**src/hdl/snfc_pkg.sv**
```systemverilog
package snfc_pkg;

    localparam int ADDR_BITS_DEF    = 21;
    localparam int SECTOR_BYTES_DEF = 4096;

    localparam logic [7:0] CMD_WREN  = 8'h06;
    localparam logic [7:0] CMD_RDSR  = 8'h05;
    localparam logic [7:0] CMD_READ  = 8'h03;
    localparam logic [7:0] CMD_PROG  = 8'h02;
    localparam logic [7:0] CMD_ERASE = 8'h20;
    localparam logic [7:0] CMD_RDID  = 8'h9F;
    localparam logic [7:0] BYTE_FF   = 8'hFF;

    localparam logic CFG_JEDEC  = 1'b0;
    localparam logic CFG_STATUS = 1'b1;

    typedef enum logic [2:0] {
        PH_IDLE  = 3'd0,
        PH_ID    = 3'd1,
        PH_RDSR  = 3'd2,
        PH_READ  = 3'd3,
        PH_PROG  = 3'd4,
        PH_ERASE = 3'd5
    } t_phase;

    // work handed from decode to the array engine
    typedef enum logic [1:0] {
        OP_NONE  = 2'd0,
        OP_READ  = 2'd1,
        OP_WRITE = 2'd2,
        OP_ERASE = 2'd3
    } t_op;

    typedef struct packed {
        t_op         op;
        logic [23:0] addr;
        logic [7:0]  data;   // answer byte, or program data
    } t_job;

    typedef enum logic [1:0] {
        BE_CLEAR = 2'd0,
        BE_RUN   = 2'd1,
        BE_READ  = 2'd2,
        BE_ERASE = 2'd3
    } t_bstate;

endpackage

```
**src/hdl/snfc_queue.sv**
```systemverilog
module snfc_queue (
    input  logic           i_clk,
    input  logic           i_rst_n,
    input  logic           i_push,
    input  snfc_pkg::t_job i_job,
    input  logic           i_pop,
    output logic           o_valid,
    output snfc_pkg::t_job o_job
);
    // one-entry hold register between decode and array engine
    logic           r_valid;
    snfc_pkg::t_job r_job;

    always_ff @(posedge i_clk) begin
        if (!i_rst_n) begin
            r_valid <= 1'b0;
        end else if (i_push) begin
            r_valid <= 1'b1;
        end else if (i_pop) begin
            r_valid <= 1'b0;
        end
    end

    always_ff @(posedge i_clk) begin
        if (i_push) r_job <= i_job;
    end

    assign o_valid = r_valid;
    assign o_job   = r_job;
endmodule

```
**config.mk**
```make
export PLATFORM = sky130hd
export DESIGN_NAME = snfc_queue
export DESIGN_NICKNAME = d
export VERILOG_FILES = /design/src/hdl/snfc_pkg.sv /design/src/hdl/snfc_queue.sv
export SDC_FILE = /design/constraint.sdc
export NUM_CORES = 1
export LEC_CHECK = 0
export BUFFER_PORTS_ARGS = -buffer_cell sky130_fd_sc_hd__clkbuf_2
export CORE_MARGIN = 1
export CORE_UTILIZATION = 45
export CTS_BUF_LIST = sky130_fd_sc_hd__clkbuf_8
export CTS_CLUSTER_SIZE = 40
export DETAILED_ROUTE_END_ITERATION = 8
export PLACE_DENSITY = 0.93
export SLEW_MARGIN = 10
export SYNTH_ARGS = -nofsm -noshare
export SYNTH_HDL_FRONTEND = slang
export SYNTH_SLANG_ARGS = --single-unit
```
**constraint.sdc**
```tcl
create_clock -name i_clk -period 2 [get_ports i_clk]
set_input_delay 0.6 -clock i_clk [delete_from_list [all_inputs] [get_ports i_clk]]
set_output_delay 0.6 -clock i_clk [all_outputs]
set_load 0.05 [all_outputs]
```
* Word-level counts from Yosys, hierarchy flattened
Cells that the tools add are included.
Widths: inputs -> output; s select.
** Storage, ports and cells
- Bits in registers :: 35
- Bits of input ports :: 38
- Word-level logic and storage cells :: 7
** Cells by class
- Multiplexer cells :: 2
- Reduce and logical (&&, ||, !) cells :: 1
** Operator list (number)
- $mux 1 :: 2
- $reduce_bool 2->1 :: 1

* Depth between registers and ports, before layout
Gate-level depths: netlist of run 1.
- Depth after elaboration :: 2
- Mapped depth :: 2
- Depth with buffers taken out :: 2

* Worst setup path before layout of run 1
No wires, ideal clock.
- Path kind :: flip-flop to output port
- Start :: register r_valid, in the netlist o_valid
- End :: output o_valid
- Arrival time :: 603 ps
- Slack :: 797 ps
- Cell stages (with the launch flop) :: 1
- Path buffers :: 0
- Cells stage by stage :: dfxtp_1
** RTL lines
- start, declared :: line snfc_queue.sv:11 : logic r_valid;
- start signal, assigned :: line snfc_queue.sv:16 : r_valid <= 1'b0;
- start signal, assigned :: line snfc_queue.sv:18 : r_valid <= 1'b1;
- start signal, assigned :: line snfc_queue.sv:20 : r_valid <= 1'b0;
- end, declared :: line snfc_queue.sv:7 : output logic o_valid,
No word-level cell between the ends.

* Worst setup path in the final report of run 1
- Start :: register r_job, in the netlist o_job[1]
- End :: output o_job[1] in the netlist's numbering
** RTL lines
- start, declared :: line snfc_queue.sv:12 : snfc_pkg::t_job r_job;
- start signal, assigned :: line snfc_queue.sv:25 : if (i_push) r_job <= i_job;
- end, declared :: line snfc_queue.sv:8 : output snfc_pkg::t_job o_job
No word-level cell between the ends.

==> reports/results.tsv, run 1 <==
metric	value	unit
Worst Reg-to-Reg Cells	2	
Worst Max-Slew Pin Slew	0.288	ns
Design Area, Final	0.00155	mm²
DR WL/cell	12.4	µm
die width	50.6	µm
net count after synthesis	75	
Max-cap violations	0	
Setup-failing EPs final	0	
post-synthesis cell count	37	
initial cell density of the core	48.0	%
Yosys top cell by area	edfxtp_1	
std cell rows	17	
crit-path leading delay family	flip-flops	
Resized cells post-CTS	0	
Critical Path AT	0.91	ns
CP max-delay cell	edfxtp_1	
first-pass GRT wire length	2.69	mm
min Tclk post-route	1.51	ns
max frequency	663	MHz
Final Hold Vio Count	0	
Syn. warnings	0	
Leak Pwr	0.000702	µW
largest net degree at the start of global routing	19	
commonest non-fill, non-tap cell in the layout	clkbuf_2	
Worst-path clk slew	0.06	ns
Detailed Place HPWL	1.44	mm
count of cell types in the netlist	4	
slew margin rel.	80.9	%
Clock Sinks	35	
Core Box Area	0.00221	mm²
Yosys reg bits	35	
crit-path cells	clkbuf_2	
via count	670	
placed cell area	0.00147	mm²
Hold Path Class	in2reg	
Die ar.	0.00256	mm²
Syn Std Cell Area	0.00106	mm²
Setup CP Type	reg2out	
setup TNS	0	ns
fin. max-slew vios	0	
I/O pin total	73	
Buffers & Inverters on Critical Path	1	
fin cells	147	
WL final	1.83	mm
PortBufs	72	
CP Capture Type	output port	
Worst Path Required	1.40	ns
placed cell count	139	
CP startpoint kind	flip-flop	
final core occ	70.2	%
root buf cell	clkbuf_8	
synth top area cells	edfxtp_1 (96%), dfxtp_1 (1.9%), nor2b_4 (1.3%), o21a_1 (0.71%)	
RSZ-0062 raised after global routing	false	
H-Tree Depth	2	
Vias/cell	4.56	
Tcrit/Tclk final	75.4	%
synth-to-layout area growth	46.2	%
initial antenna violation count	0	
critical path's largest stage delay	0.38	ns
hold path depth	1	
status	finished clean	
Pre-antenna DRT Iters	2	
CTS Hold Buffers Added	0	
Clock Skews	0	ns
CTS buffer count	5	
global-route usage over all layers	16.0	%
Iteration-0 DRC Markers	11	
NumNets Final	156	
Max FO, Critical Path	1	
Die H	50.6	µm
Final ANT Viol Nets	0	
clk_lat worst skew	0.28	ns
power per cell area	1060	mW/mm²
CTS tree	done	
clk buf depth	2	
register area share after synthesis	98.0	%
share of layout cells above drive strength 1	67.2	%
commonest cells after routing, fill and taps aside	clkbuf_2 (72), edfxtp_1 (34), clkbuf_8 (5)	
GRT overflow	0	
GP Congestion	0.748	
ANT cells	0	
syn avg cell area	28.7	µm²
share of Yosys cell area claimed by the top area cell type	96.1	%
worst IR drop on VDD	0.856	mV
Residual DRC	0	
Crit path depth	1	
post-CTS setup buffer count	0	
vias in the first global route	668	
## registers in the layout, indices dropped and copies added, names as in the netlist
register,cells
o_valid,1
o_job,34
## where the power goes
part | total, µW | internal, µW | switching, µW
Sequential | 883 | 868 | 14.7
Combinational | 305 | 64.8 | 240
Clock | 452 | 232 | 221
Total | 1640 | 1160 | 476
## layer usage
layer / up-vias / GRT usage, % / wire length (µm)
li1: 310 / - / -
met1: 301 / 13.8 / 624
met2: 53 / 28.0 / 917
met3: 6 / 9.70 / 248
met4: 0 / 8.33 / 36
met5: - / 0 / 0
## synth_stat cells
cell and number:
edfxtp_1 34, dfxtp_1 1, nor2b_4 1, o21a_1 1
## final timing paths
| check | to | slack, ns | start |
|---|---|---|---|
| max | o_job[1] | 0.49 | o_job[1]$_DFFE_PP_ |
| min | o_job[5]$_DFFE_PP_ | 0.49 | i_job[5] |
| max reg2reg | o_valid$_SDFFE_PN0P_ | 1.31 | o_valid$_SDFFE_PN0P_ |
| min reg2reg | o_valid$_SDFFE_PN0P_ | 0.60 | o_valid$_SDFFE_PN0P_ |
## logic make-up (layout without fill, tap and decap cells)
| kind of cell | Yosys count | after routing | synth area share, % |
|---|---|---|---|
| AO/OA/AOI/OAI | 1 | 1 | 0.707 |
| buffers and inverters | 0 | 82 | 0 |
| flip-flops | 35 | 35 | 98.0 |
| AND/OR/NAND/NOR | 1 | 1 | 1.30 |
## per-stage QoR
step / power, µW / hold WS, ns / worst slack, ns
after floorplan: 1110 / 0.699 / 0.797
after global placement: 1200 / 0.554 / 0.760
after detailed placement: 1210 / 0.591 / 0.742
after CTS: 1660 / 0.479 / 0.474
after global routing: 1690 / 0.480 / 0.461
final: 1640 / 0.495 / 0.492
## area by class of cell
class | count | area (µm²)
Fill cell | 160 | 659
Clock buffer | 5 | 68.8
Sequential cell | 35 | 1040
Multi-Input combinational cell | 2 | 21.3
Clock inverter | 3 | 11.3
Timing Repair Buffer | 74 | 375
Tap cell | 28 | 35.0
No activity file was read; power rests on OpenSTA's default activity.
==> run 2: changes to the inputs <==
--- a/config.mk
+++ b/config.mk
@@ -5,13 +5,14 @@
 export SDC_FILE = /design/constraint.sdc
 export NUM_CORES = 1
 export LEC_CHECK = 0
+export ABC_AREA = 1
 export BUFFER_PORTS_ARGS = -buffer_cell sky130_fd_sc_hd__clkbuf_2
 export CORE_MARGIN = 1
-export CORE_UTILIZATION = 45
+export CORE_UTILIZATION = 42
 export CTS_BUF_LIST = sky130_fd_sc_hd__clkbuf_8
 export CTS_CLUSTER_SIZE = 40
 export DETAILED_ROUTE_END_ITERATION = 8
-export PLACE_DENSITY = 0.93
+export PLACE_DENSITY = 0.88
 export SLEW_MARGIN = 10
 export SYNTH_ARGS = -nofsm -noshare
 export SYNTH_HDL_FRONTEND = slang
==> constraint.sdc (replaced) <==
create_clock -name i_clk -period 1.57 [get_ports i_clk]
set_input_delay 0.471 -clock i_clk [delete_from_list [all_inputs] [get_ports i_clk]]
set_output_delay 0.471 -clock i_clk [all_outputs]
set_load 0.05 [all_outputs]
==> run 2 against run 1 <==
Worst setup slack lost 0.30 ns. Synthesized cell count grew 8.1%. Via count shrank 1.3%. Hold slack lost 0.12 ns. Clock skew is the same. Power grew 38%. Die area grew 7.1%. Flip-flop and latch count is the same. Count of clock-buffer cells in the layout is the same. Register-to-register slack lost 0.31 ns. Largest cell class unchanged. Highest routed layer unchanged.
==> reports/results.tsv, run 2 <==
metric	value	unit	change
Commonest cells post-synth	edfxtp_1 (34), inv_1 (3), a21oi_2 (1), dfxtp_1 (1), nand2_1 (1)		
first-pass GRT wire length	2.68	mm	-0.26%
Buffers & Inverters on Critical Path	1		unchanged
clk_lat worst skew	0.27	ns	about the same
CTS Hold Buffers Added	0		unchanged
synth top area cells	edfxtp_1 (96%), dfxtp_1 (1.9%), inv_1 (1.1%), a21oi_2 (0.82%), nand2_1 (0.35%)		
Worst Path Required	1.10	ns	-0.30 ns
Pre-antenna DRT Iters	3		+1
Leak Pwr	0.000724	µW	+3.2%
via count	661		-1.3%
post-synthesis cell count	40		+8.1%
Core Box Area	0.00230	mm²	+3.8%
H-Tree Depth	2		unchanged
Critical Path AT	0.91	ns	about the same
GP Congestion	0.603		-19%
clk buf depth	2		unchanged
worst setup margin	0.194	ns	-0.299 ns
GRT overflow	0		unchanged
root buf cell	clkbuf_8		
Hold Crit Endpoint	o_job[0]$_DFFE_PP_		
Die ar.	0.00274	mm²	+7.1%
RSZ-0062 raised after global routing	false		
commonest cells after routing, fill and taps aside	clkbuf_2 (72), edfxtp_1 (34), clkbuf_8 (5)		
CP max-delay cell	edfxtp_1		
syn avg cell area	26.6	µm²	-7.3%
power per cell area	1420	mW/mm²	+35%
Setup-failing EPs final	0		unchanged
number of fill cells	149		-6.9%
register area share after synthesis	97.8	%	-0.23 points
max frequency	727	MHz	
Max-cap violations	0		unchanged
setup TNS	0	ns	unchanged
Max FO, Critical Path	1		unchanged
Worst Hold Launch	i_job[0]		
Tcrit/Tclk final	87.7	%	
Worst Max-Slew Pin Slew	0.295	ns	+0.00764 ns
final core occ	69.1	%	-1.1 points
DR WL/cell	13.7	µm	+10%
commonest non-fill, non-tap cell in the layout	clkbuf_2		
ANT cells	0		unchanged
reg2reg setup slack	1.00	ns	-0.31 ns
CP startpoint kind	flip-flop		
CP Capture Type	output port		
worst IR drop on VDD	0.841	mV	-1.7%
post-CTS setup buffer count	0		unchanged
initial cell density of the core	46.4	%	-1.7 points
count leader, synth	edfxtp_1		
min Tclk post-route	1.38	ns	
global-route usage over all layers	15.3	%	-0.66 points
NumNets Final	158		+1.3%
Resized cells post-CTS	0		unchanged
critical path's largest stage delay	0.39	ns	about the same
I/O pin total	73		unchanged
synth-to-layout area growth	49.1	%	
PortBufs	72		unchanged
Yosys reg bits	35		unchanged
r2r startpoint	o_valid$_SDFFE_PN0P_		
crit-path leading delay family	flip-flops		
Clock Skews	0	ns	unchanged
share of Yosys cell area claimed by the top area cell type	95.9	%	-0.23 points
count of cell types in the netlist	5		+1
Die H	52.4	µm	+3.5%
Yosys top cell by area	edfxtp_1		
vias in the first global route	580		-13%
Post-synth ARST share	0	%	unchanged
Vias/cell	4.44		-2.7%
slew margin rel.	80.4	%	-0.51 points
Post-synth EDFFs	34		unchanged
largest net degree at the start of global routing	36		+17
Syn Std Cell Area	0.00106	mm²	+0.24%
hold path depth	1		unchanged
share of layout cells above drive strength 1	66.9	%	-0.28 points
Final Hold Vio Count	0		unchanged
crit-path cells	clkbuf_2		
std cell rows	17		unchanged
Syn. warnings	0		unchanged
multi-input logic area	12.5	µm²	-41%
Final ANT Viol Nets	0		unchanged
Worst Reg-to-Reg Cells	2		unchanged
Residual DRC	0		unchanged
status	finished clean		
Place WS	0.464	ns	-0.278 ns
Setup CP Type	reg2out		
max FFs per register	34		unchanged
Worst-path clk slew	0.07	ns	about the same
Post-synth top flop	edfxtp_1		
initial antenna violation count	0		unchanged
CTS tree	done		
Iteration-0 DRC Markers	21		+10
net count after synthesis	78		+4.0%
WL final	2.04	mm	+12%
CTS buffer count	5		unchanged
fin. max-slew vios	0		unchanged
Clock Sinks	35		unchanged
total power draw	2260	µW	+38%
worst r2r dst	o_valid$_SDFFE_PN0P_		
Hold Path Class	in2reg		
sequential cell area	0.00104	mm²	unchanged
die width	52.4	µm	+3.5%
run 2: changes by cell type after synthesis, sizes merged:
cell	before	now
o21a	1	0
nor2b	1	0
a21oi	0	1
nand2	0	1
inv	0	3
run 2: cells by family after synthesis:
group | after synthesis | synth area share, %
buffers and inverters | 3 | 1.06
AO/OA/AOI/OAI | 1 | 0.823
flip-flops | 35 | 97.8
AND/OR/NAND/NOR | 1 | 0.352
run 2: worst max path at each step:
stage	start	end	cells past startpoint
finish	o_job[1]$_DFFE_PP_	o_job[1]	1
global route	o_job[1]$_DFFE_PP_	o_job[1]	1
CTS	o_job[1]$_DFFE_PP_	o_job[1]	1
detailed placement	i_push	o_job[26]$_DFFE_PP_	2
global placement	i_push	o_job[26]$_DFFE_PP_	2
floorplan	o_valid$_SDFFE_PN0P_	o_valid	0
run 2: layout make-up:
| cell class | count | area share (%) |
|---|---|---|
| inverter | 3 | 0.709 |
| timing repair buffer | 73 | 24.0 |
| clock buffer | 5 | 4.33 |
| tap | 28 | 2.21 |
| clock inverter | 3 | 2.44 |
| sequential | 35 | 65.6 |
| multi-input combinational | 2 | 0.788 |
run 2: power by group:
group	switching, µW	total (µW)	internal (µW)
registers	19.2	1120	1110
logic	309	392	83.1
clock network	281	745	464
run 2: per-layer routing:
| metal | up-vias | share of wire [%] | global-route usage (%) |
|---|---|---|---|
| met5 | - | 0 | 0 |
| met4 | 0 | 0.78 | 6.58 |
| met3 | 2 | 15 | 9.86 |
| met2 | 46 | 48 | 23.4 |
| met1 | 301 | 36 | 16.6 |
| li1 | 312 | - | - |
run 2: per-stage QoR:
step	cells	hold WS [ns]	cell area, µm²
4_1_cts	149	0.367	1590
2_1_floorplan	40	0.570	1060
3_5_place_dp	141	0.466	1480
6_report	149	0.373	1590
3_3_place_gp	141	0.453	1480
5_1_grt	149	0.358	1590
==> run 3: changes to the inputs <==
==> constraint.sdc (replaced) <==
create_clock -name i_clk -period 1.57 [get_ports i_clk]
set_input_delay 0.471 -clock i_clk [delete_from_list [all_inputs] [get_ports i_clk]]
set_output_delay 0.471 -clock i_clk [all_outputs]
set_load 0.01 [all_outputs]
==> run 3 against run 2 <==
Clock power is 25% lower. Sequential share of layout area increased by 1.2 points. Hold slack better by 0.0042 ns. Global-route usage up 0.64 points. First-iteration DRC count shrank 38%. Critical path type unchanged.
==> reports/results.tsv, run 3 (synthesized netlist as in run 2, its figures left out) <==
metric	value	unit	change
worst IR drop on VDD	0.879	mV	+4.6%
NumNets Final	158		unchanged
Core Box Area	0.00230	mm²	unchanged
Iteration-0 DRC Markers	13		-38%
Critical Path AT	0.79	ns	-0.12 ns
CP Capture Type	output port		
slew margin rel.	87.9	%	+7.5 points
CP max-delay cell	edfxtp_1		
min Tclk post-route	1.26	ns	-0.112 ns
max frequency	791	MHz	+8.9%
Setup CP Type	reg2out		
crit-path cells	clkbuf_2		
GP Congestion	0.599		-0.68%
Worst Max-Slew Pin Slew	0.182	ns	-0.113 ns
Final Hold Vio Count	0		unchanged
commonest non-fill, non-tap cell in the layout	clkbuf_2		
I/O pin total	73		unchanged
Pre-antenna DRT Iters	4		+1
total power draw	1860	µW	-18%
Max FO, Critical Path	1		unchanged
initial antenna violation count	0		unchanged
setup TNS	0	ns	unchanged
Worst Hold Launch	i_job[21]		
CTS Hold Buffers Added	0		unchanged
Hold Crit Endpoint	o_job[21]$_DFFE_PP_		
power per cell area	1190	mW/mm²	-16%
Worst Path Required	1.10	ns	about the same
Max-cap violations	0		unchanged
fin. max-slew vios	0		unchanged
GRT overflow	0		unchanged
initial cell density of the core	46.4	%	unchanged
share of layout cells above drive strength 1	65.3	%	-1.7 points
reg2reg setup slack	0.98	ns	-0.02 ns
placed cell count	141		unchanged
DR WL/cell	14.2	µm	+3.9%
clk_lat worst skew	0.27	ns	about the same
WL final	2.12	mm	+3.9%
Vias/cell	4.45		+0.30%
CTS buffer count	5		unchanged
status	finished clean		
commonest cells after routing, fill and taps aside	clkbuf_2 (72), edfxtp_1 (34), clkbuf_8 (5)		
Resized cells post-CTS	0		unchanged
hold path depth	1		unchanged
post-CTS setup buffer count	0		unchanged
Detailed Place HPWL	1.70	mm	
largest net degree at the start of global routing	36		unchanged
die width	52.4	µm	unchanged
critical path's largest stage delay	0.39	ns	about the same
Die ar.	0.00274	mm²	unchanged
CP startpoint kind	flip-flop		
ANT cells	0		unchanged
Clock Sinks	35		unchanged
Worst Reg-to-Reg Cells	2		unchanged
fin cells	149		unchanged
Die H	52.4	µm	unchanged
worst r2r dst	o_valid$_SDFFE_PN0P_		
synth-to-layout area growth	46.5	%	
Leak Pwr	0.000713	µW	-1.5%
vias in the first global route	651		+12%
std cell rows	17		unchanged
root buf cell	clkbuf_8		
global-route usage over all layers	15.9	%	+0.64 points
Residual DRC	0		unchanged
Hold WS	0.377	ns	+0.00421 ns
PortBufs	72		unchanged
via count	663		+0.30%
Final ANT Viol Nets	0		unchanged
first-pass GRT wire length	2.88	mm	+7.2%
clk buf depth	2		unchanged
Tcrit/Tclk final	80.5	%	-7.1 points
crit-path leading delay family	flip-flops		
H-Tree Depth	2		unchanged
Clock Skews	0	ns	unchanged
Buffers & Inverters on Critical Path	1		unchanged
CTS tree	done		
Setup-failing EPs final	0		unchanged
Worst-path clk slew	0.06	ns	about the same
Hold Path Class	in2reg		
r2r startpoint	o_valid$_SDFFE_PN0P_		
max FFs per register	34		unchanged
RSZ-0062 raised after global routing	false		
run 3: cell count changes in the layout (fill, tap and decap cells not counted):
cell | previous run | this run
bufinv_16 | 1 | 0
clkinv_1 | 1 | 2
clkinv_2 | 1 | 0
inv_1 | 3 | 4
run 3: power by group:
group	internal (µW)	leakage (µW)	switching, µW
Sequential	1110	0.000341	19.9
Combinational	83.4	0.000328	94.4
Clock	295	0.0000444	265
Total	1480	0.000713	380
run 3: how the worst max path moves through the flow:
| stage | startpoint | endpoint | slack, ns | depth (start not counted) |
|---|---|---|---|---|
| final | o_job[27]$_DFFE_PP_ | o_job[27] | 0.31 | 1 |
| after global routing | o_job[13]$_DFFE_PP_ | o_job[13] | 0.28 | 1 |
| after CTS | o_job[27]$_DFFE_PP_ | o_job[27] | 0.29 | 1 |
| after detailed placement | i_push | o_job[26]$_DFFE_PP_ | 0.46 | 2 |
| after global placement | i_push | o_job[26]$_DFFE_PP_ | 0.47 | 2 |
| after floorplan | o_job[0]$_DFFE_PP_ | o_job[0] | 0.71 | 0 |
run 3: routing by layer:
layer / track usage (%) / up-vias / share of wire (%)
met5: 0 / - / 0
met4: 6.58 / 0 / 1.2
met3: 8.12 / 4 / 13
met2: 25.7 / 49 / 48
met1: 17.6 / 298 / 38
li1: - / 312 / -
run 3: through the flow:
step	area, µm²	setup slack, ns	utilization [%]
2_1_floorplan	1060	0.705	-
3_3_place_gp	1480	0.475	64.4
3_5_place_dp	1480	0.463	64.4
4_1_cts	1560	0.294	67.9
5_1_grt	1560	0.278	67.9
6_report	1560	0.306	67.9
run 3: worst reg2reg max path, stage by stage (launching register included):
cell	delay, ns
dfxtp_1	0.34
nand2_1	0.08
a21oi_2	0.11
run 3: area by class of cell:
cell class	count	area, µm²
sequential	35	1040
clock buffer	5	68.8
tap	28	35.0
clock inverter	3	11.3
multi-input combinational	2	12.5
fill	175	737
inverter	3	11.3
timing repair buffer	73	380
