[src/hdl/snfc_pkg.sv]
package snfc_pkg;

    localparam int ADDR_BITS_DEF    = 21;
    localparam int SECTOR_BYTES_DEF = 4096;

    localparam logic [7:0] CMD_WREN  = 8'h06;
    localparam logic [7:0] CMD_RDSR  = 8'h05;
    localparam logic [7:0] CMD_READ  = 8'h03;
    localparam logic [7:0] CMD_PROG  = 8'h02;
    localparam logic [7:0] CMD_ERASE = 8'h20;
    localparam logic [7:0] CMD_RDID  = 8'h9F;
    localparam logic [7:0] BYTE_FF   = 8'hFF;

    localparam logic CFG_JEDEC  = 1'b0;
    localparam logic CFG_STATUS = 1'b1;

    typedef enum logic [2:0] {
        PH_IDLE  = 3'd0,
        PH_ID    = 3'd1,
        PH_RDSR  = 3'd2,
        PH_READ  = 3'd3,
        PH_PROG  = 3'd4,
        PH_ERASE = 3'd5
    } t_phase;

    // work handed from decode to the array engine
    typedef enum logic [1:0] {
        OP_NONE  = 2'd0,
        OP_READ  = 2'd1,
        OP_WRITE = 2'd2,
        OP_ERASE = 2'd3
    } t_op;

    typedef struct packed {
        t_op         op;
        logic [23:0] addr;
        logic [7:0]  data;   // answer byte, or program data
    } t_job;

    typedef enum logic [1:0] {
        BE_CLEAR = 2'd0,
        BE_RUN   = 2'd1,
        BE_READ  = 2'd2,
        BE_ERASE = 2'd3
    } t_bstate;

endpackage

[src/hdl/snfc_front.sv]
module snfc_front #(
    parameter int ADDR_BITS = snfc_pkg::ADDR_BITS_DEF
) (
    input  logic              i_clk,
    input  logic              i_rst_n,
    input  logic              i_take,
    input  logic              i_req_type,
    input  logic [7:0]        i_mosi_byte,
    input  logic [23:0]       i_jedec_id,
    input  logic [7:0]        i_status_byte,
    output snfc_pkg::t_job    o_job
);
    localparam logic [23:0] MASK = 24'((64'd1 << ADDR_BITS) - 64'd1);

    snfc_pkg::t_phase r_phase, n_phase;
    logic [23:0] r_addr, n_addr;
    logic [1:0]  r_seen, n_seen;
    logic [1:0]  r_idx, n_idx;
    logic        r_wen, n_wen;
    logic [23:0] w_sh;

    always_ff @(posedge i_clk) begin
        if (!i_rst_n) begin
            r_phase <= snfc_pkg::PH_IDLE;
            r_addr  <= '0;
            r_seen  <= '0;
            r_idx   <= '0;
            r_wen   <= 1'b0;
        end else if (i_take) begin
            r_phase <= n_phase;
            r_addr  <= n_addr;
            r_seen  <= n_seen;
            r_idx   <= n_idx;
            r_wen   <= n_wen;
        end
    end

    assign w_sh = {r_addr[15:0], i_mosi_byte};

    always_comb begin
        n_phase = r_phase;
        n_addr  = r_addr;
        n_seen  = r_seen;
        n_idx   = r_idx;
        n_wen   = r_wen;
        o_job   = '{op: snfc_pkg::OP_NONE, addr: '0, data: 8'h00};
        if (i_req_type) begin
            n_phase = snfc_pkg::PH_IDLE;
            n_seen  = '0;
        end else begin
            case (r_phase)
                snfc_pkg::PH_IDLE: begin
                    n_addr = '0;
                    n_seen = '0;
                    n_idx  = '0;
                    case (i_mosi_byte)
                        snfc_pkg::CMD_RDID:  n_phase = snfc_pkg::PH_ID;
                        snfc_pkg::CMD_RDSR:  n_phase = snfc_pkg::PH_RDSR;
                        snfc_pkg::CMD_WREN:  n_wen = 1'b1;
                        snfc_pkg::CMD_READ:  n_phase = snfc_pkg::PH_READ;
                        snfc_pkg::CMD_PROG:  n_phase = snfc_pkg::PH_PROG;
                        snfc_pkg::CMD_ERASE: n_phase = snfc_pkg::PH_ERASE;
                        default: o_job.data = snfc_pkg::BYTE_FF;
                    endcase
                end
                snfc_pkg::PH_ID: begin
                    case (r_idx)
                        2'd0: o_job.data = i_jedec_id[23:16];
                        2'd1: o_job.data = i_jedec_id[15:8];
                        2'd2: o_job.data = i_jedec_id[7:0];
                        default: begin
                            o_job.data = snfc_pkg::BYTE_FF;
                            n_phase    = snfc_pkg::PH_IDLE;
                        end
                    endcase
                    if (r_idx != 2'd3) n_idx = r_idx + 2'd1;
                end
                snfc_pkg::PH_RDSR: begin
                    o_job.data = i_status_byte;
                    n_phase    = snfc_pkg::PH_IDLE;
                end
                snfc_pkg::PH_READ, snfc_pkg::PH_PROG: begin
                    if (r_seen != 2'd3) begin
                        n_seen = r_seen + 2'd1;
                        n_addr = (r_seen == 2'd2) ? (w_sh & MASK) : w_sh;
                    end else begin
                        n_addr = (r_addr + 24'd1) & MASK;
                        o_job.addr = r_addr;
                        if (r_phase == snfc_pkg::PH_READ) begin
                            o_job.op = snfc_pkg::OP_READ;
                        end else begin
                            o_job.data = 8'h00;
                            if (r_wen) begin
                                o_job.op   = snfc_pkg::OP_WRITE;
                                o_job.data = i_mosi_byte;
                            end
                        end
                    end
                end
                snfc_pkg::PH_ERASE: begin
                    if (r_seen != 2'd3) begin
                        n_seen = r_seen + 2'd1;
                        n_addr = w_sh;
                        if (r_seen == 2'd2) begin
                            if (r_wen) begin
                                o_job.op   = snfc_pkg::OP_ERASE;
                                o_job.addr = w_sh;
                            end
                            n_wen   = 1'b0;
                            n_phase = snfc_pkg::PH_IDLE;
                        end
                    end else begin
                        n_phase = snfc_pkg::PH_IDLE;
                    end
                end
                default: begin
                    o_job.data = snfc_pkg::BYTE_FF;
                    n_phase    = snfc_pkg::PH_IDLE;
                end
            endcase
        end
    end

endmodule

[config.mk]
export PLATFORM = sky130hd
export DESIGN_NAME = snfc_front
export DESIGN_NICKNAME = d
export VERILOG_FILES = /design/src/hdl/snfc_pkg.sv /design/src/hdl/snfc_front.sv
export SDC_FILE = /design/constraint.sdc
export NUM_CORES = 1
export LEC_CHECK = 0
export CAP_MARGIN = 10
export CORE_AREA = 2 2 96 98
export DETAILED_ROUTE_END_ITERATION = 7
export DIE_AREA = 0 0 98 100
export DONT_BUFFER_PORTS = 1
export SYNTH_ARGS = -nofsm -noshare
export SYNTH_HDL_FRONTEND = slang
export SYNTH_SLANG_ARGS = --single-unit
export TNS_END_PERCENT = 50
[constraint.sdc]
create_clock -name i_clk -period 3 [get_ports i_clk]
set_input_delay 0.6 -clock i_clk [delete_from_list [all_inputs] [get_ports i_clk]]
set_output_delay 0.6 -clock i_clk [all_outputs]
set_load 0.02 [all_outputs]
==> After elaboration in Yosys (flattened, before gate mapping) <==
Cells that the tools add are included.
{ "word_totals": {"input_bits": 44, "output_inout_bits": 34, "register_bits": 32} }
{ "op_classes": {"muxes": 32, "n_eq_ne": 25, "bitwise": 1, "reduce_logical": 15, "add_sub_neg": 3} }
{ "ops": {"columns": ["op", "count"], "rows": [
  ["$mux 26", 3],
  ["$mux 24", 3],
  ["$pmux 24 s3", 1],
  ["$mux 34", 2],
  ["$pmux 26 s2", 1],
  ["$pmux 8 s5", 1],
  ["$mux 8", 3],
  ["$pmux 8 s3", 1],
  ["$add 21x1->21 const B", 1],
  ["$eq 8x2->1 const B", 2],
  ["$eq 8x3->1 const B", 2],
  ["$pmux 3 s5", 1],
  ["$mux 3", 4],
  ["$ne 2x2->1 const B", 6],
  ["$pmux 3 s4", 1],
  ["$mux 2", 5],
  ["$eq 8x6->1 const B", 1],
  ["$eq 8x8->1 const B", 1],
  ["$pmux 2 s2", 2],
  ["$reduce_and 4->1", 2],
  ["$ne 7x2->1 const B", 1],
  ["$eq 3x2->1 const B", 2],
  ["$eq 3x3->1 const B", 2],
  ["$reduce_and 6->1", 1],
  ["other kinds (20)", 27]
]} }

==> Longest topological paths before layout <==
Gate-level depths: netlist of the first run.
{ "depth": {"word_depth": 5, "ltp_mapped": 8, "ltp_nobuf": 7} }

==> Worst setup path before layout of the first run <==
No wires, ideal clock.
{ "synth_timing": {"kind": "register to output", "startpoint": "register r_seen[0]", "endpoint": "output port o_job[0] (netlist name)", "path_slack_ns": 0.505, "t_arrival_ns": 1.895, "stages_incl_launch_ff": 8, "cell_sequence": "dfxtp_1 ha_1 clkbuf_1 nor2b_1 and3_1 clkbuf_1 a221oi_1 a21oi_1"} }
{ "synth_rtl": {"columns": ["element", "line_no", "source"], "rows": [
  ["start: declaration", "snfc_front.sv:17", "logic [1:0] r_seen, n_seen;"],
  ["start signal: assignment", "snfc_front.sv:32", "r_seen <= n_seen;"],
  ["end: declaration", "snfc_front.sv:11", "output snfc_pkg::t_job o_job"]
]} }

==> summary.txt, run 1 <==
outcome -> finished, final reports clean
top-area cell type share of the netlist area -> 21.27%
vias per inst -> 6.421
Slew Viols, Final -> 0
syn_nets -> 447
Req. time, crit path -> 2.40 ns
Max Cap Violations -> 0
number of flops mapped to enable cells by yosys -> 0
Tmin final -> 2.767 ns
clock slew at reported path FFs -> 0.07 ns
Initial Utilization -> 33.88%
full die area -> 9800 um^2
CP max stage delay -> 0.53 ns
final worst path period share -> 92.23%
DP HPWL -> 6602 um
total power -> 987.4 uW
vias -> 3140
Worst Path Max Fanout -> 11
initial antenna violation count -> 0
max frequency -> 361.4 MHz
die width -> 98 um
Async SR Flop Fraction -> 0%
total negative slack -> 0 ns
reg-to-reg startpoint -> r_seen[0]
# Post-CTS Setup Buffers -> 0
Worst path top cell family by delay -> simple AND/OR/NAND/NOR gates
CTS tree -> yes
Placement Rows -> 35
synthesis-stage register bit count -> 32
Gate Count Post-Synth -> 395
Syn. warnings -> 0
first-pass GRT wire length -> 15060 um
Tot GR Track Use -> 18.52%
pin count of the biggest net entering global routing -> 37
kind of critical path -> flop to primary output
placed cell area -> 3035 um^2
routability cong. -> 0.8284
diode count -> 0
PD cells -> 311.6 nW/um^2
IO Port Bufs -> 0
Setup WS post-layout -> 0.2330 ns
CP Launch Type -> flop
IO Count -> 78
Total Routed Length -> 9292 um
placed insts -> 481
Commonest cells post-synth -> 39 x a21oi_1, 32 x dfxtp_1, 29 x nand2_1, 29 x nor2_1, 20 x a22o_1
sequential share of power -> 45.3%
Avg Inst Size Synth -> 7.624 um^2
Crit. End Element -> primary output
Worst Skew -> 0.01172 ns
most frequent cell after synthesis -> a21oi_1
worst-path cell chain -> nand3b_1 > nand2_1 > nand2_2 > nor2_2 > buf_4 > a22o_1
TritonCTS Buffers -> 5
leakage -> 1.121 nW
Buf+Inv Stages, Crit Path -> 1
post-route cell area -> 3169 um^2
worst hold start -> i_rst_n
DRT iter0 DRCs -> 220
pre-CTS setup slack -> 0.3280 ns
RSZ-0062 raised after global routing -> false
beginning of the critical path -> r_phase[0]
Hold Path Class -> input pin to flop
Final Hold Viols -> 0
Final Net Count -> 429
Finished Layout Cells -> 489
mapped cell area -> 3012 um^2
post-synth top area cell -> dfxtp_1
ys flop type -> dfxtp_1
hold slack -> 0.4530 ns
Worst Tran Pin Value -> 0.7190 ns
CP max stage cell -> dfxtp_1
clock share of power -> 47.1%
Sw Share -> 23.08%
Seq/Total Area, Yosys -> 21.27%
VDD IR-drop max -> 0.2305 mV
area of the core -> 8890 um^2
Unique masters post-synth -> 70
combinational share of power -> 7.7%
gr ovfl total -> 0
H-tree levels -> 2
Synth area leaders -> dfxtp_1 21%, a21oi_1 6.5%, a22o_1 5.8%, a22oi_1 4.5%, a221oi_1 3.8%
DRT antenna net count -> 0
Data arrival, critical path -> 2.17 ns
root buf cell -> clkbuf_8
worst-skew pair later-pin latency -> 0.29 ns
layout cells sized above 1 -> 12.70%
# setup viols final -> 0
switching pwr -> 227.9 uW
final core utilization -> 35.65%
Slew headroom -> 52.06%
vias in the first global route -> 2824
DR WL/cell -> 19.00 um
r2r setup slk -> 0.76 ns
Die Y -> 100 um
DRC Markers -> 0
# clock sinks -> 32
P_int -> 759.5 uW
Layout Area Growth over Synthesis -> 5.235%
DR pass1 iterations -> 4
CTS Buffer Depth -> 2
[metal layers]
layer	track usage [%]	wire, um	vias to the layer above	part of all wire, %
li1	-	-	1472	-
met1	25.24	4100	1527	44
met2	29.77	4321	131	47
met3	4.178	744	10	8.0
met4	4.701	126	0	1.4
met5	0	0	-	0
[registers in the layout, summed over array words and instances (netlist names)]
register / cells
r_addr: 24
r_phase: 3
r_idx: 2
r_seen: 2
r_wen: 1
[logic make-up after synthesis]
group,Yosys count,share of synthesized area [%]
compound gates,161,38.14
simple gates,136,25.63
buf+inv,49,8.807
flops,32,21.27
fa+ha+maj,8,3.324
xor+xnor,5,1.454
mux,4,1.371
[worst reg2reg max path: cells and delay by family (launching register included)]
family,cells,cell delay [ns]
buf+inv,1,0.25
compound gates,2,0.86
simple gates,3,0.42
flops,1,0.33
fa+ha+maj,1,0.32
[power groups by stage]
stage	Combinational [mW]	Clock [mW]	Sequential [mW]
finish	0.0758	0.465	0.447
global route	0.0827	0.490	0.448
CTS	0.0750	0.475	0.446
detailed placement	0.0743	0	0.456
global placement	0.0735	0	0.456
floorplan	0.0771	0	0.449
[final cells by class]
class / count / area, um^2
timing repair buffer: 16 / 120.1
tap: 111 / 138.9
sequential: 32 / 643.1
clock inverter: 1 / 30.03
clock buffer: 7 / 96.34
inverter: 8 / 30.03
fill: 941 / 5720
multi-input combinational: 314 / 2111
[worst paths after layout]
check,to,depth (start not counted)
max,o_job[14],6
min,r_addr[7],1
max reg2reg,r_addr[1],7
min reg2reg,r_seen[1],2
[placed cells by master, fill, tap and decap left out, types with 4 or more instances in the layout]
master	synthesis	layout
clkbuf_8	2	7
a21oi_1	39	38
inv_1	8	8
nand2_1	29	29
o211ai_1	4	4
nor2_1	29	29
o21a_1	5	5
a21boi_0	7	7
a221oi_1	13	13
nor3_1	8	8
o21ai_0	16	16
nand3_1	14	14
ha_1	8	8
dfxtp_1	32	30
a22oi_1	18	18
o21ai_1	5	5
a22o_1	20	20
nor2b_1	12	12
and3_1	5	4
nor3b_1	7	7
o221a_2	4	4
buf_4	2	16
[timing repair]
item / in CTS / in global routing
endpoints found under the setup margin: 0 / 29
hold endpoints to repair: 0 / 0
hold buffers: 0 / 0
resized for setup: 0 / 4
No activity file was read; power rests on OpenSTA's default activity.
==> inputs of run 2 (changes only) <==
Settings changed: RECOVER_POWER set to 50.
==> summary.txt, run 2 (same netlist as run 1, synthesis figures left out) <==
VDD IR-drop max -> 0.2304 mV
TritonCTS Buffers -> 5
root buf cell -> clkbuf_8
most frequent cells in the layout -> 38 x a21oi_1, 30 x dfxtp_1, 29 x nor2_1, 29 x nand2_1, 20 x a22o_1
r2r setup slk -> 0.48 ns
Tmin final -> 2.755 ns
Sw Share -> 22.91%
metal2 WL -> 4329 um
vias -> 3128
Slew headroom -> 22.30%
Worst Path Max Fanout -> 11
hold slack -> 0.4431 ns
Reg area -> 643.1 um^2
sequential share of power -> 45.4%
first-pass GRT wire length -> 15060 um
# setup viols final -> 0
max frequency -> 363.0 MHz
H-tree levels -> 2
area of the core -> 8890 um^2
clock share of power -> 47.0%
CP Launch Type -> flop
Placement Rows -> 35
IO Port Bufs -> 0
CTS Buffer Depth -> 2
DRT antenna net count -> 0
combinational share of power -> 7.6%
RSZ-0062 raised after global routing -> false
filler instances -> 943
max reg flops -> 24
DRT iter0 DRCs -> 269
Data arrival, critical path -> 2.15 ns
worst-skew pair later-pin latency -> 0.29 ns
Worst Skew -> 0.01280 ns
switching pwr -> 225.6 uW
DR WL/cell -> 18.99 um
Hold-fix buffers, CTS -> 0
largest registers -> r_addr x24, r_phase x3
DP HPWL -> 6602 um
vias in the first global route -> 2824
Multi-input gate area -> 2105 um^2
outcome -> finished, final reports clean
DR pass1 iterations -> 4
top layer in use -> met4
# clock sinks -> 32
full die area -> 9800 um^2
P_int -> 758.9 uW
gr ovfl total -> 0
Slew Viols, Final -> 0
Hold Path Class -> input pin to flop
leakage -> 1.113 nW
initial antenna violation count -> 0
Final Net Count -> 429
Max Cap Violations -> 0
Final Hold Viols -> 0
routability cong. -> 0.8284
final worst path period share -> 91.83%
Layout Area Growth over Synthesis -> 4.778%
Worst Tran Pin Value -> 1.166 ns
layout cells sized above 1 -> 11.90%
pin count of the biggest net entering global routing -> 37
clock slew at reported path FFs -> 0.07 ns
die width -> 98 um
IO Count -> 78
vias per inst -> 6.397
DRC Markers -> 0
Req. time, crit path -> 2.40 ns
Top reg by flops -> r_addr
total negative slack -> 0 ns
CTS tree -> yes
kind of critical path -> flop to primary output
diode count -> 0
Die Y -> 100 um
Total Routed Length -> 9287 um
Metal-1 WL -> 4059 um
Initial Utilization -> 33.88%
Tot GR Track Use -> 18.52%
Crit. End Element -> primary output
met3 routed WL -> 779 um
PD cells -> 312.0 nW/um^2
most common cell after layout, fill and taps aside -> a21oi_1
run 2: critical path, cell delays in order (launching register included):
cell,delay [ns]
dfxtp_1,0.53
nand3b_1,0.23
nand2_1,0.28
nand2_2,0.20
nor2_2,0.14
buf_4,0.19
a22o_1,0.29
run 2: path summary, 6_finish.rpt:
| check | end | start | cells after the start |
|---|---|---|---|
| max | o_job[14] | r_phase[0] | 6 |
| min | r_phase[1] | i_rst_n | 1 |
| max reg2reg | r_addr[9] | r_seen[0] | 7 |
| min reg2reg | r_seen[1] | r_seen[1] | 2 |
run 2: what timing repair did:
item,CTS,global route
setup endpoints to repair,0,29
resized for setup,0,4
buffers inserted,0,0
run 2: metal layers:
layer	vias to the layer above	global-route usage, %
met5	-	0
met4	0	4.701
met3	10	4.178
met2	122	29.77
met1	1528	25.24
li1	1468	-
run 2: per-stage QoR:
| stage | setup WS, ns | instance area [um^2] | utilization, % | power (mW) | std cells |
|---|---|---|---|---|---|
| CTS | 0.1170 | 3162 | 35.57 | 0.9965 | 489 |
| finish | 0.2451 | 3156 | 35.50 | 0.9845 | 489 |
| global route | 0.04880 | 3156 | 35.50 | 1.020 | 489 |
| detailed placement | 0.3280 | 3035 | 34.14 | 0.5308 | 481 |
| floorplan | 0.5051 | 3012 | - | 0.5263 | 395 |
| global placement | 0.3930 | 3035 | 34.14 | 0.5297 | 481 |
run 2: power groups by stage:
stage               logic (mW)  registers, mW  clock network (mW)
floorplan               0.0771          0.449                   0
global placement        0.0735          0.456                   0
detailed placement      0.0743          0.456                   0
CTS                     0.0750          0.446               0.475
global route            0.0820          0.448               0.490
finish                  0.0750          0.447               0.462
run 2: area by class of cell:
cell class | count | share of cell area, %
multi-input combinational | 314 | 66.69
sequential | 32 | 20.38
tap | 111 | 4.401
timing repair buffer | 16 | 3.569
clock buffer | 7 | 3.053
clock inverter | 1 | 0.9516
inverter | 8 | 0.9516
==> inputs of run 3 (changes only) <==
Settings changed: ABC_AREA set to 1, CORE_AREA 2 2 96 98 to 2 2 101 103, DIE_AREA 0 0 98 100 to 0 0 103 105.
==> summary.txt, run 3 <==
worst hold start -> i_rst_n
P_int -> 762.8 uW
Unique masters post-synth -> 32
Gate Count Post-Synth -> 586
Worst Tran Pin Value -> 1.348 ns
post-CTS sizing -> 0
Async SR Flop Fraction -> 0%
full die area -> 10820 um^2
diode count -> 0
top-area cell type share of the netlist area -> 19.31%
Hold Path Class -> input pin to flop
outcome -> finished, final reports clean
PD cells -> 350.3 nW/um^2
Layout Area Growth over Synthesis -> 7.240%
Worst Hold End -> r_seen[0]
synthesis-stage register bit count -> 32
r2r setup slk -> 0.23 ns
initial antenna violation count -> 0
most frequent cell after synthesis -> nand2_1
cell depth of the worst flop-to-flop path -> 8
post-route cell area -> 3558 um^2
# setup viols final -> 0
die width -> 103 um
DRC Markers -> 0
Hold-fix buffers, CTS -> 0
Slew Viols, Final -> 0
DRT iter0 DRCs -> 370
Data arrival, critical path -> 2.21 ns
gr ovfl total -> 0
area of the core -> 9639 um^2
Finished Layout Cells -> 716
Die Y -> 105 um
hold slack -> 0.4309 ns
Syn. warnings -> 0
routability cong. -> 0.8803
RSZ-0062 raised after global routing -> false
Avg Inst Size Synth -> 5.662 um^2
largest registers -> r_addr x24, r_phase x3
pin count of the biggest net entering global routing -> 47
Final Net Count -> 634
final worst path period share -> 93.67%
reg-to-reg startpoint -> r_seen[0]
clock share of power -> 29.2%
# Post-CTS Setup Buffers -> 0
worst-skew pair later-pin latency -> 0.29 ns
DP HPWL -> 8474 um
filler instances -> 1088
reg-to-reg endpoint -> r_addr[12]
placed insts -> 708
CTS tree -> yes
root buf cell -> clkbuf_8
Initial Utilization -> 34.42%
post-synth top area cell -> dfxtp_1
sequential share of power -> 41.5%
Sw Share -> 38.80%
first-pass GRT wire length -> 18400 um
layout cells sized above 1 -> 6.861%
DRT antenna net count -> 0
ys flop type -> dfxtp_1
clock slew at reported path FFs -> 0.07 ns
max frequency -> 355.9 MHz
IO Count -> 78
Commonest cells post-synth -> 123 x nand2_1, 83 x a21oi_1, 69 x nand3_1, 69 x nor2_1, 60 x inv_1
Placement Rows -> 36
syn_nets -> 638
most frequent cells in the layout -> 123 x nand2_1, 83 x a21oi_1, 69 x nand3_1, 69 x nor2_1, 61 x inv_1
Seq/Total Area, Yosys -> 19.31%
vias -> 4042
CTS Buffer Depth -> 2
VDD IR-drop max -> 0.1733 mV
Final Hold Viols -> 0
most common cell after layout, fill and taps aside -> nand2_1
Crit. End Element -> primary output
Worst Path Max Fanout -> 24
DR pass1 iterations -> 7
leakage -> 1.362 nW
DR WL/cell -> 16.16 um
# clock sinks -> 32
kind of critical path -> flop to primary output
max reg flops -> 24
mapped cell area -> 3318 um^2
switching pwr -> 483.7 uW
Worst Skew -> 0.005191 ns
CP max stage delay -> 0.43 ns
H-tree levels -> 2
placed cell area -> 3472 um^2
combinational share of power -> 29.3%
Tmin final -> 2.810 ns
Tot GR Track Use -> 20.91%
CP max stage cell -> dfxtp_1
Slew headroom -> 10.14%
TritonCTS Buffers -> 5
IO Port Bufs -> 0
vias in the first global route -> 3730
Req. time, crit path -> 2.40 ns
vias per inst -> 5.645
Max Cap Violations -> 0
Synth area leaders -> dfxtp_1 19%, nand2_1 14%, a21oi_1 13%, nand3_1 10%, nor2_1 7.8%
Total Routed Length -> 11570 um
total negative slack -> 0 ns
Min-Delay Path Depth -> 2
worst-path cell chain -> inv_2 > nor2_4 > nand2_4 > clkinv_1 > buf_4 > nand3_1 > a21oi_1
number of flops mapped to enable cells by yosys -> 0
CP Launch Type -> flop
Top reg by flops -> r_addr
==> run 3: area by class of cell <==
class / count / area (um^2) / area share, %
Clock buffer: 6 / 82.58 / 2.321
Clock inverter: 2 / 10.01 / 0.2813
Inverter: 68 / 260.3 / 7.314
Multi-Input combinational cell: 456 / 2262 / 63.57
Sequential cell: 32 / 640.6 / 18.00
Tap cell: 133 / 166.4 / 4.677
Timing Repair Buffer: 19 / 136.4 / 3.833
==> run 3: cells by family after synthesis <==
family                     Yosys count  synth area share [%]
DFF                                 32                 19.31
buffers and inverters               98                 12.52
and+or+nand+nor                    285                 37.56
xor gates and xnor gates             2                0.5280
adders and majority gates            8                 3.017
AOI/OAI and AO/OA                  161                 27.07
==> run 3: worst max-delay path by stage <==
stage,from,end,slack [ns],depth (start not counted)
after floorplan,i_mosi_byte[1],o_job[0],0.67,8
after global placement,r_phase[0],o_job[30],0.56,7
after detailed placement,r_phase[0],o_job[29],0.50,7
after CTS,r_phase[0],o_job[29],0.20,7
after global routing,r_phase[0],o_job[29],0.02,7
final,r_phase[0],o_job[31],0.19,7
==> run 3: critical path, delay by kind of cell, from the launching register on <==
family | cells | cell delay, ns
AO/OA/AOI/OAI | 1 | 0.42
buffers and inverters | 3 | 0.68
flip-flops | 1 | 0.43
AND/OR/NAND/NOR | 3 | 0.39
==> run 3: through the flow <==
stage | utilization (%) | power, mW | setup slack (ns)
after floorplan | - | 0.8019 | 0.6670
after detailed placement | 36.02 | 0.8893 | 0.5002
after global placement | 36.02 | 0.8796 | 0.5607
after global routing | 36.92 | 1.317 | 0.01974
final | 36.92 | 1.247 | 0.1898
after CTS | 36.98 | 1.250 | 0.2013
==> run 3: power by group through the flow <==
stage / clock (mW) / combinational [mW] / sequential (mW)
final: 0.363 / 0.365 / 0.518
after global routing: 0.380 / 0.413 / 0.523
after CTS: 0.370 / 0.365 / 0.516
after global placement: 0 / 0.355 / 0.524
after detailed placement: 0 / 0.364 / 0.525
after floorplan: 0 / 0.297 / 0.505
==> run 3: layer usage <==
metal,part of all wire (%),track usage [%],vias to the layer above
li1,-,-,1957
met1,44,27.65,1885
met2,46,34.00,173
met3,6.6,3.411,27
met4,2.6,7.237,0
met5,0,0,-
